<file path="config.mk">
export PLATFORM = sky130hd
export DESIGN_NAME = escaped_byte_framer_top_flat
export DESIGN_NICKNAME = d
export VERILOG_FILES = /design/src/hw/rtl/ebf_pkg.sv /design/src/hw/rtl/ebf_if.sv /design/src/hw/rtl/escaped_byte_framer_top.sv /design/src/flat_wrapper.sv
export SDC_FILE = /design/constraint.sdc
export NUM_CORES = 1
export LEC_CHECK = 0
export BUFFER_PORTS_ARGS = -buffer_cell sky130_fd_sc_hd__buf_4
export CAP_MARGIN = 10
export CORE_MARGIN = 2
export CORE_UTILIZATION = 38
export CTS_CLUSTER_DIAMETER = 120
export CTS_CLUSTER_SIZE = 28
export DETAILED_ROUTE_END_ITERATION = 16
export PLACE_DENSITY_LB_ADDON = 0.2
export SKIP_CTS_REPAIR_TIMING = 1
export SLEW_MARGIN = 20
export SYNTH_ARGS = -nofsm -noshare
export SYNTH_HDL_FRONTEND = slang
export SYNTH_SLANG_ARGS = --single-unit
</file>
<file path="constraint.sdc">
create_clock -name clk -period 5.51 [get_ports clk]
set_input_delay 1.102 -clock clk [delete_from_list [all_inputs] [get_ports clk]]
set_output_delay 1.102 -clock clk [all_outputs]
set_load 0.03 [all_outputs]
</file>
<file path="src/hw/rtl/ebf_pkg.sv">
// ----------------------------------------------------------------------------
// Escaped byte framer package
// Constants, payload types and the byte expansion function for the framer.
// ----------------------------------------------------------------------------
package ebf_pkg;

  localparam logic [1:0] ACT_START = 2'd0;
  localparam logic [1:0] ACT_DATA  = 2'd1;
  localparam logic [1:0] ACT_END   = 2'd2;

  localparam logic [7:0] START_DELIM = 8'h7E;
  localparam logic [7:0] END_TEXT    = 8'h03;
  localparam logic [7:0] ESCAPE_BYTE = 8'h7D;
  localparam logic [7:0] ESCAPE_FLIP = 8'h20;
  localparam logic [23:0] HINT_MAX   = 24'hFF_FFFF;

  localparam int RUN_MAX = 4;
  localparam int CNT_W   = $clog2(RUN_MAX + 1);

  typedef struct packed {
    logic [1:0]  action;
    logic [7:0]  data_byte;
    logic [31:0] length_hint;
  } in_word_t;

  typedef struct packed {
    logic [7:0] out_byte;
    logic       last_of_run;
  } out_word_t;

  typedef struct packed {
    logic [RUN_MAX-1:0][7:0] bytes;
    logic [CNT_W-1:0]        cnt;
  } run_t;

  // Turns one input word into the run of line bytes it causes; byte 0 goes first.
  function automatic run_t expand(input in_word_t w);
    run_t        r;
    logic [23:0] hint;
    r.bytes = '0;
    r.cnt   = '0;
    hint    = (|w.length_hint[31:24]) ? HINT_MAX : w.length_hint[23:0];
    case (w.action)
      ACT_START: begin
        r.bytes[0] = START_DELIM;
        r.bytes[1] = hint[23:16];
        r.bytes[2] = hint[15:8];
        r.bytes[3] = hint[7:0];
        r.cnt      = CNT_W'(4);
      end
      ACT_DATA: begin
        if (w.data_byte == START_DELIM || w.data_byte == END_TEXT ||
            w.data_byte == ESCAPE_BYTE) begin
          r.bytes[0] = ESCAPE_BYTE;
          r.bytes[1] = w.data_byte ^ ESCAPE_FLIP;
          r.cnt      = CNT_W'(2);
        end else begin
          r.bytes[0] = w.data_byte;
          r.cnt      = CNT_W'(1);
        end
      end
      ACT_END: begin
        r.bytes[0] = END_TEXT;
        r.cnt      = CNT_W'(1);
      end
      default: begin
        r.cnt = '0;
      end
    endcase
    return r;
  endfunction

endpackage

</file>
<file path="src/hw/rtl/ebf_if.sv">
// ----------------------------------------------------------------------------
// Escaped byte framer channels
// Valid/ready channels for the input words and the line bytes.
// ----------------------------------------------------------------------------
interface ebf_in_if;
  logic        valid;
  logic        ready;
  logic [1:0]  action;
  logic [7:0]  data_byte;
  logic [31:0] length_hint;

  modport source (output valid, output action, output data_byte, output length_hint,
                  input ready);
  modport sink (input valid, input action, input data_byte, input length_hint,
                output ready);
endinterface

interface ebf_out_if;
  logic       valid;
  logic       ready;
  logic [7:0] out_byte;
  logic       last_of_run;

  modport source (output valid, output out_byte, output last_of_run, input ready);
  modport sink (input valid, input out_byte, input last_of_run, output ready);
endinterface

</file>
<file path="src/hw/rtl/escaped_byte_framer_top.sv">
// ----------------------------------------------------------------------------
// Escaped byte framer
// Byte-stuffing frame builder with start, payload and end words.
// ----------------------------------------------------------------------------
// The input channel takes one word per handshake: a start word with a size
// hint, a payload byte or an end word. The output channel gives one line byte
// per handshake, with last_of_run set on the final byte caused by each word.
// A start word gives four bytes, an escaped payload byte two, any other
// payload byte or an end word one, and an unused action code none.
// An accepted word is held in an input register and expanded into a run
// register when that register is empty or its last byte leaves; its first
// byte is then offered from the run register. While the receiver is ready,
// the run register drains one byte per cycle and, if a word waits, is refilled
// in the same cycle as its last byte leaves, so single-byte words flow at one
// per cycle and for longer runs the sustained word rate is set by the run length.
// When the receiver stalls, the run register holds its bytes and the input
// register holds one further word, after which in_chan.ready falls.
// Reset is synchronous and active low; it empties both registers.
// ----------------------------------------------------------------------------
module escaped_byte_framer_top (
  input  logic      clk,
  input  logic      rst_n,
  ebf_in_if.sink    in_chan,
  ebf_out_if.source out_chan
);

  ebf_pkg::in_word_t                  in_r;
  logic                               in_vld_r;
  logic [ebf_pkg::RUN_MAX-1:0][7:0]   bytes_r;
  logic [ebf_pkg::CNT_W-1:0]          cnt_r;
  ebf_pkg::run_t                      run;
  logic                               pop;
  logic                               load;
  logic                               take;

  assign run  = ebf_pkg::expand(in_r);
  assign pop  = out_chan.valid && out_chan.ready;
  assign load = in_vld_r && ((cnt_r == '0) || (cnt_r == ebf_pkg::CNT_W'(1) && pop));
  assign take = in_chan.valid && in_chan.ready;

  assign in_chan.ready        = !in_vld_r || load;
  assign out_chan.valid       = (cnt_r != '0);
  assign out_chan.out_byte    = bytes_r[0];
  assign out_chan.last_of_run = (cnt_r == ebf_pkg::CNT_W'(1));

  always_ff @(posedge clk) begin
    if (!rst_n) begin
      in_vld_r <= 1'b0;
    end else if (take) begin
      in_vld_r <= 1'b1;
    end else if (load) begin
      in_vld_r <= 1'b0;
    end
  end

  always_ff @(posedge clk) begin
    if (take) begin
      in_r.action      <= in_chan.action;
      in_r.data_byte   <= in_chan.data_byte;
      in_r.length_hint <= in_chan.length_hint;
    end
  end

  always_ff @(posedge clk) begin
    if (!rst_n) begin
      cnt_r <= '0;
    end else if (load) begin
      cnt_r <= run.cnt;
    end else if (pop) begin
      cnt_r <= cnt_r - ebf_pkg::CNT_W'(1);
    end
  end

  always_ff @(posedge clk) begin
    if (load) begin
      bytes_r <= run.bytes;
    end else if (pop) begin
      for (int i = 0; i < ebf_pkg::RUN_MAX - 1; i++) begin
        bytes_r[i] <= bytes_r[i+1];
      end
      bytes_r[ebf_pkg::RUN_MAX-1] <= '0;
    end
  end

endmodule
</file>
<file path="src/flat_wrapper.sv">
// flat-port wrapper written by rule: the top's interface ports become plain ports
module escaped_byte_framer_top_flat 
  (clk, rst_n, in_chan_valid, in_chan_action, in_chan_data_byte, in_chan_length_hint, in_chan_ready, out_chan_valid, out_chan_out_byte, out_chan_last_of_run, out_chan_ready);
  ebf_in_if in_chan_i ();
  ebf_out_if out_chan_i ();
  input  logic clk;
  input  logic rst_n;
  input wire logic [$bits(in_chan_i.valid)-1:0] in_chan_valid;
  input wire logic [$bits(in_chan_i.action)-1:0] in_chan_action;
  input wire logic [$bits(in_chan_i.data_byte)-1:0] in_chan_data_byte;
  input wire logic [$bits(in_chan_i.length_hint)-1:0] in_chan_length_hint;
  output wire logic [$bits(in_chan_i.ready)-1:0] in_chan_ready;
  output wire logic [$bits(out_chan_i.valid)-1:0] out_chan_valid;
  output wire logic [$bits(out_chan_i.out_byte)-1:0] out_chan_out_byte;
  output wire logic [$bits(out_chan_i.last_of_run)-1:0] out_chan_last_of_run;
  input wire logic [$bits(out_chan_i.ready)-1:0] out_chan_ready;
  assign in_chan_i.valid = in_chan_valid;
  assign in_chan_i.action = in_chan_action;
  assign in_chan_i.data_byte = in_chan_data_byte;
  assign in_chan_i.length_hint = in_chan_length_hint;
  assign in_chan_ready = in_chan_i.ready;
  assign out_chan_valid = out_chan_i.valid;
  assign out_chan_out_byte = out_chan_i.out_byte;
  assign out_chan_last_of_run = out_chan_i.last_of_run;
  assign out_chan_i.ready = out_chan_ready;
  escaped_byte_framer_top u_core (.clk(clk), .rst_n(rst_n), .in_chan(in_chan_i), .out_chan(out_chan_i));
endmodule
</file>
**Yosys cells after proc, flatten, opt, wreduce, memory -nomap -nowiden**

Index checks and enable logic that the tools add are counted.

- Bits in registers: 78
- Word-level logic and storage cells: 45

- Add/sub/neg operators: 1
- Eq/ne operators: 6
- Muxes and demuxes: 13
- Bitwise gates (word level): 1
- Reductions and logical operators: 15

Operator list:

| operator | number |
|---|---|
| 2-to-1 mux 32 bit | 2 |
| 2-to-1 mux 24 bit | 1 |
| one-hot mux 8 bit (3 select lines) | 1 |
| == test 8 x 7 -> 1 bit (second input constant) | 2 |
| 2-to-1 mux 16 bit | 1 |
| one-hot mux 8 bit (2 select lines) | 1 |
| 2-to-1 mux 11 bit | 1 |
| one-hot mux 3 bit (3 select lines) | 1 |
| == test 8 x 2 -> 1 bit (second input constant) | 1 |
| 2-to-1 mux 8 bit | 1 |
| OR reduction 8 bit | 1 |
| 2-to-1 mux 3 bit | 2 |
| logical AND 1 bit | 4 |
| logical OR 1 bit | 4 |
| nonzero test 2 bit | 2 |
| == test 3 x 1 -> 1 bit (second input constant) | 1 |
| logical NOT 3 bit | 1 |
| nonzero test 3 bit | 1 |
| subtractor 3 x 1 -> 3 bit (second input constant) | 1 |
| == test 2 x 1 -> 1 bit (second input constant) | 1 |
| == test 2 bit (second input constant) | 1 |
| logical NOT 2 bit | 1 |
| 2-to-1 mux 1 bit | 2 |
| logical NOT 1 bit | 1 |
| inverter 1 bit | 1 |

**Longest topological paths before layout**

Gate-level depths: netlist of run 1.

- Depth after elaboration: 8
- Mapped depth: 8
- Depth with buffers taken out: 6

**Worst setup path before layout of run 1**

No wires, ideal clock.

- Path kind: flip-flop to flip-flop
- From: reg u_core.cnt_r[0] (netlist bit)
- To: reg u_core.in_r[0] (netlist bit) (enable)
- Data arrival time: 3.416 ns
- Data required time: 5.043 ns
- Setup slack: 1.628 ns
- Cell stages (with the launch flop): 5
- Period minus slack after synthesis: 3.882 ns
- Path through: dfxtp_1 > ha_1 > nor2b_1 > nand2_1 > a31oi_1

- Elaborated cells on any way between the ends: 9
- Classes of those cells: eq/ne (1); reduce/logical (8)

RTL lines:

| what | line | text |
|---|---|---|
| from (decl) | escaped_byte_framer_top.sv:30 | `logic [ebf_pkg::CNT_W-1:0] cnt_r;` |
| from (signal assigned) | escaped_byte_framer_top.sv:68 | `cnt_r <= run.cnt;` |
| from (signal assigned) | escaped_byte_framer_top.sv:70 | `cnt_r <= cnt_r - ebf_pkg::CNT_W'(1);` |
| == test 3 x 1 -> 1 bit | n/a |  |
| net out_chan_last_of_run | flat_wrapper.sv:15 | `output wire logic [$bits(out_chan_i.last_of_run)-1:0] out_chan_last_of_run;` |
| logical AND 1 bit | escaped_byte_framer_top.sv:38 | `assign load = in_vld_r && ((cnt_r == '0) \|\| (cnt_r == ebf_pkg::CNT_W'(1) && pop));` |
| logical OR 1 bit | escaped_byte_framer_top.sv:38 |  |
| logical AND 1 bit | escaped_byte_framer_top.sv:38 |  |
| logical OR 1 bit | escaped_byte_framer_top.sv:41 | `assign in_chan.ready = !in_vld_r \|\| load;` |
| logical AND 1 bit | escaped_byte_framer_top.sv:39 | `assign take = in_chan.valid && in_chan.ready;` |
| net u_core.take | escaped_byte_framer_top.sv:34 | `logic take;` |
| to (decl) | escaped_byte_framer_top.sv:27 | `ebf_pkg::in_word_t in_r;` |

The timed path passes the listed nets, and every way through them passes these cells.
A chain may end at the register's enable or synchronous reset.

**Final worst setup path of run 1**

- From: reg u_core.cnt_r[0] (netlist bit)
- To: out in_chan_ready

- Word-level cells in the longest chain between the ends: 6
- Elaborated cells on any way between the ends: 8
- Classes of those cells: eq/ne (1); reduce/logical (7)

RTL lines:

| what | line | text |
|---|---|---|
| nonzero test 3 bit | escaped_byte_framer_top.sv:42 | `assign out_chan.valid = (cnt_r != '0);` |
| logical AND 1 bit | escaped_byte_framer_top.sv:37 | `assign pop = out_chan.valid && out_chan.ready;` |
| logical AND 1 bit | escaped_byte_framer_top.sv:38 |  |
| logical OR 1 bit * | escaped_byte_framer_top.sv:38 |  |
| logical AND 1 bit * | escaped_byte_framer_top.sv:38 |  |
| logical OR 1 bit * | escaped_byte_framer_top.sv:41 |  |
| to (decl) | flat_wrapper.sv:12 | `output wire logic [$bits(in_chan_i.ready)-1:0] in_chan_ready;` |

Every way passes the cells marked *; elsewhere a longest branch is shown, timed or not.

==> reports/results.tsv, run 1 <==
stage	metric	value	unit
outcome	outcome	complete, no violations	
synth	Adder-Cell Fraction of Synth Area	1.19	%
timing	hold_ws	0.515	ns
synth	syn avg cell area	14.0	um^2
setup_path	Setup crit start	u_core.cnt_r[0]	
clocking	clk buf depth	2	
layout	final net count	327	
synth	area share of the largest cell type after synthesis	70.4	%
timing	max frequency	361	MHz
synth	post-synth top area cell	edfxtp_1	
global_route	initial antenna violation count	0	
min_path	Worst Hold Path EP	u_core.bytes_r[16]	
synth	register area share after synthesis	73.0	%
floorplan	die extent in x	95.1	um
timing	worst setup margin	2.74	ns
global_route	GR Overflow Total	0	
route	routed wire length	5200	um
timing	Worst Clk Skew	0.00940	ns
synth	Simple-Gate Fraction of Synth Area	12.3	%
run	Max-cap violations	0	
synth	list of most frequent post-synthesis cells	edfxtp_1, nand2_1, nor2_1	
setup_path	CP endpoint kind	output pin	
setup_path	Worst EP arrival	1.67	ns
synth	main combinational cell family by area after synthesis	simple AND/OR/NAND/NOR gates	
setup_path	R2R Setup Slk	3.09	ns
layout	Final Non-Filler Cells	388	
synth	asr flop ratio synth	0	%
synth	area of the mapped netlist	3160	um^2
synth	Primary FF master, synth	edfxtp_1	
layout	Final Cell Area	3810	um^2
place	Port Buffer Count	56	
layout	Layout area overhead	20.9	%
route	DR WL/cell	13.4	um
synth	synth warn	0	
route	Antenna Nets Post-Route	0	
clocking	Root Buffer Master	clkbuf_8	
floorplan	die area	9050	um^2
power_and_ir_drop	Pwr Density	463	nW/um^2
floorplan	Die Ht	95.1	um
synth	post-synthesis mux area share	0.357	%
timing	relative slew slack	42.9	%
clocking	H-tree depth	3	
floorplan	Core Region	8130	um^2
synth	post-synthesis xor/xnor area fraction	0.278	%
synth	Post-synth EDFFs	74	
floorplan	initial core utilization	38.8	%
layout	n_diodes	0	
timing	RSZ-0062 raised after global routing	false	
global_route	total track usage	12.6	%
timing	Final Slew Violations	0	
min_path	HP Class	reg -> reg	
power_and_ir_drop	VDD IR max	168	uV
min_path	hold_sp	u_core.bytes_r[24]	
place	post-DP HPWL	3460	um
route	starting DRC count in detailed routing	38	
clocking	CTS tree	built	
clocking	worst skew pair latency	0.35	ns
setup_path	CP Max Fanout	8	
timing	period utilization	50.3	%
floorplan	# rows	33	
setup_path	Worst Reg2Reg Path Length in Cells	6	
global_route	first-pass GRT wire length	8350	um
place	cell count after placement	372	
global_route	pin count of the biggest net entering global routing	35	
setup_path	critical path required time	4.41	ns
synth	most frequent cell after synthesis	edfxtp_1	
clocking	clk slew on worst S/H paths	0.08	ns
timing	Fin. Hold Viols	0	
route	drt pass-1 iters	4	
setup_path	reg2reg start	u_core.cnt_r[0]	
min_path	hold path cells	2	
place	DP Area	3630	um^2
layout	fill cell count	735	
floorplan	# IOs	57	
synth	Seq cells post-synth	78	
synth	Synth Instances	226	
timing	post-layout min period	2.77	ns
clocking	TritonCTS buffer count	9	
power_and_ir_drop	leak pwr	1.45	nW
route	Via Count	1852	
global_route	vias in the first global route	1813	
layout	layout cells sized above 1	28.6	%
timing	worst slew pin tran	0.856	ns
clocking	clk sink count	78	
place	post-placement setup slack	2.50	ns
synth	top cells by area, synth	edfxtp_1, nand2_1, dfxtp_1	
synth	Yosys cell types	42	
synth	Post-Syn Nets	275	
timing	Setup TNS Final	0	ns
synth	Compound-Gate Fraction of Synth Area	9.40	%
setup_path	Reg-to-Reg End	u_core.bytes_r[8]	
setup_path	Critical Path Start Type	flop	
setup_path	critical path class	reg -> out	
route	detailed-route vias per instance	4.77	
place	Placer Congestion	0.727	
timing	final setup fails	0	
route	DRC violation count after routing	0	
## kinds of logic (layout without fill, tap and decap cells)
logic type | Yosys count | count (layout)
AO/OA/AOI/OAI | 42 | 42
XOR/XNOR | 1 | 1
adder cells (fa/ha/maj) | 3 | 3
buffers and inverters | 19 | 76
flip-flops | 78 | 78
multiplexers | 1 | 1
AND/OR/NAND/NOR | 82 | 82
## metal layers
layer  share of wire, %  routed length (um)  vias up  GRT usage, %
met1                 42                2210      851          14.9
met4                1.4                  72        0          3.62
met2                 49                2560       53          21.1
met5                  0                   0        -             0
li1                   -                   -      940             -
met3                6.9                 357        8          5.14
## worst max path at each step
stage | slack (ns) | end
6_report | 2.74 | in_chan_ready
5_1_grt | 2.60 | in_chan_ready
4_1_cts | 2.69 | in_chan_ready
3_5_place_dp | 2.50 | u_core.bytes_r[8]
3_3_place_gp | 2.56 | u_core.bytes_r[8]
2_1_floorplan | 1.63 | u_core.in_r[0]
## registers in the layout (all words and copies together) (netlist names)
register / cells
u_core.in_r: 42
u_core.bytes_r: 24
u_core.out_chan.out_byte: 8
u_core.cnt_r: 3
u_core.in_vld_r: 1
## metrics by stage
step	util (%)	power, mW
after floorplan	-	1.28
after global placement	44.6	1.38
after detailed placement	44.6	1.39
after CTS	46.9	1.79
after global routing	46.9	1.87
final	46.9	1.77
## area by class of cell
type                            instances  area, um^2  share of cell area (%)
Clock buffer                            9         124                    3.25
Clock inverter                          7        62.6                    1.64
Inverter                                3        11.3                   0.295
Multi-Input combinational cell        129         756                    19.8
Sequential cell                        78        2300                    60.3
Tap cell                              105         131                    3.44
Timing Repair Buffer                   57         428                    11.2
## worst max-delay path, stage by stage, from the launching register on
cell and delay, ns:
dfxtp_1 0.40, inv_1 0.08, ha_1 0.23, nand2b_1 0.28, nand3_1 0.14, buf_4 0.19
## power by group
part / internal [mW] / switching [mW]
Clock: 0.174 / 0.225
Sequential: 0.863 / 0.0502
Combinational: 0.168 / 0.288
## placed cells by master (no fill, tap or decap), types with 2 or more instances in the layout
cell type and n:
a21boi_0 2, a21oi_1 2, a221o_1 2, a2bb2oi_1 5, a31oi_1 3, buf_4 57, clkbuf_8 9, dfxtp_1 4
edfxtp_1 74, ha_1 3, inv_1 3, inv_6 4, nand2_1 32, nand2b_1 3, nand3_1 7, nand4_1 2
nor2_1 21, nor2b_1 4, nor4_1 3, o21a_1 4, o21ai_0 14, or3_1 2
No activity file was read; power rests on OpenSTA's default activity.
==> run 2, diff against run 1 <==
- clock period: 5.51 -> 2.57 ns (I/O delays scaled with it)
==> reports/results.tsv, run 2 (same netlist as run 1, synthesis figures left out) <==
stage	metric	value	unit
timing	max frequency	452	MHz
global_route	total track usage	13.0	%
setup_path	critical path class	reg -> out	
timing	Final Slew Violations	0	
clocking	CTS tree	built	
setup_path	Reg-to-Reg End	u_core.bytes_r[10]	
setup_path	Setup crit start	u_core.cnt_r[0]	
floorplan	die area	9050	um^2
layout	Util after Layout	47.7	%
layout	most frequent cells in the layout	edfxtp_1, buf_4, nand2_1	
layout	fill cell count	729	
clocking	clk sink count	78	
clocking	clk buf depth	2	
layout	layout cells sized above 1	29.5	%
timing	worst slew pin tran	0.477	ns
route	routed wire length	5450	um
timing	post-layout min period	2.21	ns
setup_path	Critical Path Start Type	flop	
min_path	hold_sp	in_chan_length_hint[7]	
setup_path	R2R Setup Slk	0.58	ns
layout	Top reg by flops	u_core.in_r	
floorplan	Core Region	8130	um^2
clocking	TritonCTS buffer count	9	
floorplan	# rows	33	
clocking	H-tree depth	3	
clocking	clk slew on worst S/H paths	0.09	ns
setup_path	Worst EP arrival	1.70	ns
setup_path	crit path to	in_chan_ready	
floorplan	die extent in x	95.1	um
power_and_ir_drop	leak pwr	1.48	nW
min_path	HP Class	in -> reg	
power_and_ir_drop	VDD IR max	333	uV
layout	final net count	332	
route	Antenna Nets Post-Route	0	
place	post-DP HPWL	3590	um
route	detailed-route vias per instance	4.79	
floorplan	Die Ht	95.1	um
setup_path	critical path required time	2.06	ns
clocking	worst skew pair latency	0.35	ns
route	DR WL/cell	13.9	um
timing	RSZ-0062 raised after global routing	false	
route	drt pass-1 iters	4	
timing	period utilization	86.1	%
layout	max reg flops	42	
layout	Layout area overhead	22.8	%
setup_path	CP Max Fanout	8	
global_route	GR Overflow Total	0	
outcome	outcome	complete, no violations	
route	DRC violation count after routing	0	
layout	n_diodes	0	
global_route	first-pass GRT wire length	8590	um
timing	Fin. Hold Viols	0	
floorplan	# IOs	57	
layout	Final Cell Area	3880	um^2
setup_path	Worst Reg2Reg Path Length in Cells	7	
place	DP Area	3680	um^2
run	Max-cap violations	0	
setup_path	CP endpoint kind	output pin	
route	starting DRC count in detailed routing	125	
timing	final setup fails	0	
clocking	Root Buffer Master	clkbuf_8	
place	cell count after placement	377	
route	Via Count	1883	
timing	relative slew slack	68.1	%
timing	Worst Clk Skew	0.0130	ns
global_route	initial antenna violation count	0	
timing	Setup TNS Final	0	ns
floorplan	initial core utilization	38.8	%
setup_path	reg2reg start	u_core.cnt_r[0]	
global_route	vias in the first global route	1834	
layout	commonest non-fill, non-tap cell in the layout	edfxtp_1	
place	Port Buffer Count	56	
power_and_ir_drop	Final Power	3.90	mW
layout	Final Non-Filler Cells	393	
global_route	pin count of the biggest net entering global routing	43	
power_and_ir_drop	Pwr Density	1010	nW/um^2
place	Placer Congestion	0.734	
==> run 2: changes by cell type in the layout (fill, tap and decap cells not counted), sizes merged <==
cell      delta
clkbuf       +1
inv          -3
bufinv       +1
clkinv       -1
buf          +5
clkinvlp     +2
==> run 2: per-stage QoR <==
step	setup WS [ns]	hold slack [ns]
global route	0.230	0.300
finish	0.357	0.330
CTS	0.343	0.313
detailed placement	0.591	0.491
global placement	0.680	0.492
floorplan	0.0305	0.484
==> run 2: area by class of cell <==
cell class | count | area (um^2) | share of cell area (%)
sequential | 78 | 2300 | 59.4
multi-input combinational | 129 | 756 | 19.5
timing repair buffer | 62 | 478 | 12.3
tap | 105 | 131 | 3.39
clock buffer | 10 | 128 | 3.29
clock inverter | 6 | 70.1 | 1.81
inverter | 3 | 11.3 | 0.291
==> run 2: how the worst min path moves through the flow <==
stage	to	slack (ns)	depth (start not counted)
floorplan	u_core.bytes_r[16]	0.48	2
global placement	u_core.bytes_r[23]	0.49	2
detailed placement	u_core.bytes_r[20]	0.49	2
CTS	u_core.in_r[31]	0.31	1
global route	u_core.in_r[6]	0.30	1
finish	u_core.in_r[7]	0.33	1
==> run 2: critical path, cell delays in order (launching register included) <==
cell,delay (ns)
dfxtp_1,0.41
inv_1,0.09
ha_1,0.22
nand2b_1,0.27
nand3_1,0.16
buf_4,0.20
==> run 2: power by group <==
group / switching [mW] / internal, mW
logic: 0.636 / 0.391
clock network: 0.454 / 0.455
registers: 0.113 / 1.85
total: 1.20 / 2.69
==> run 2: per-layer routing <==
layer	share of wire [%]	wire, um	track usage, %	up-vias
met5	0	0	0	-
met4	1.3	69	3.99	0
met3	6.6	359	5.38	7
met2	47	2580	21.1	64
met1	45	2440	15.9	864
li1	-	-	-	948
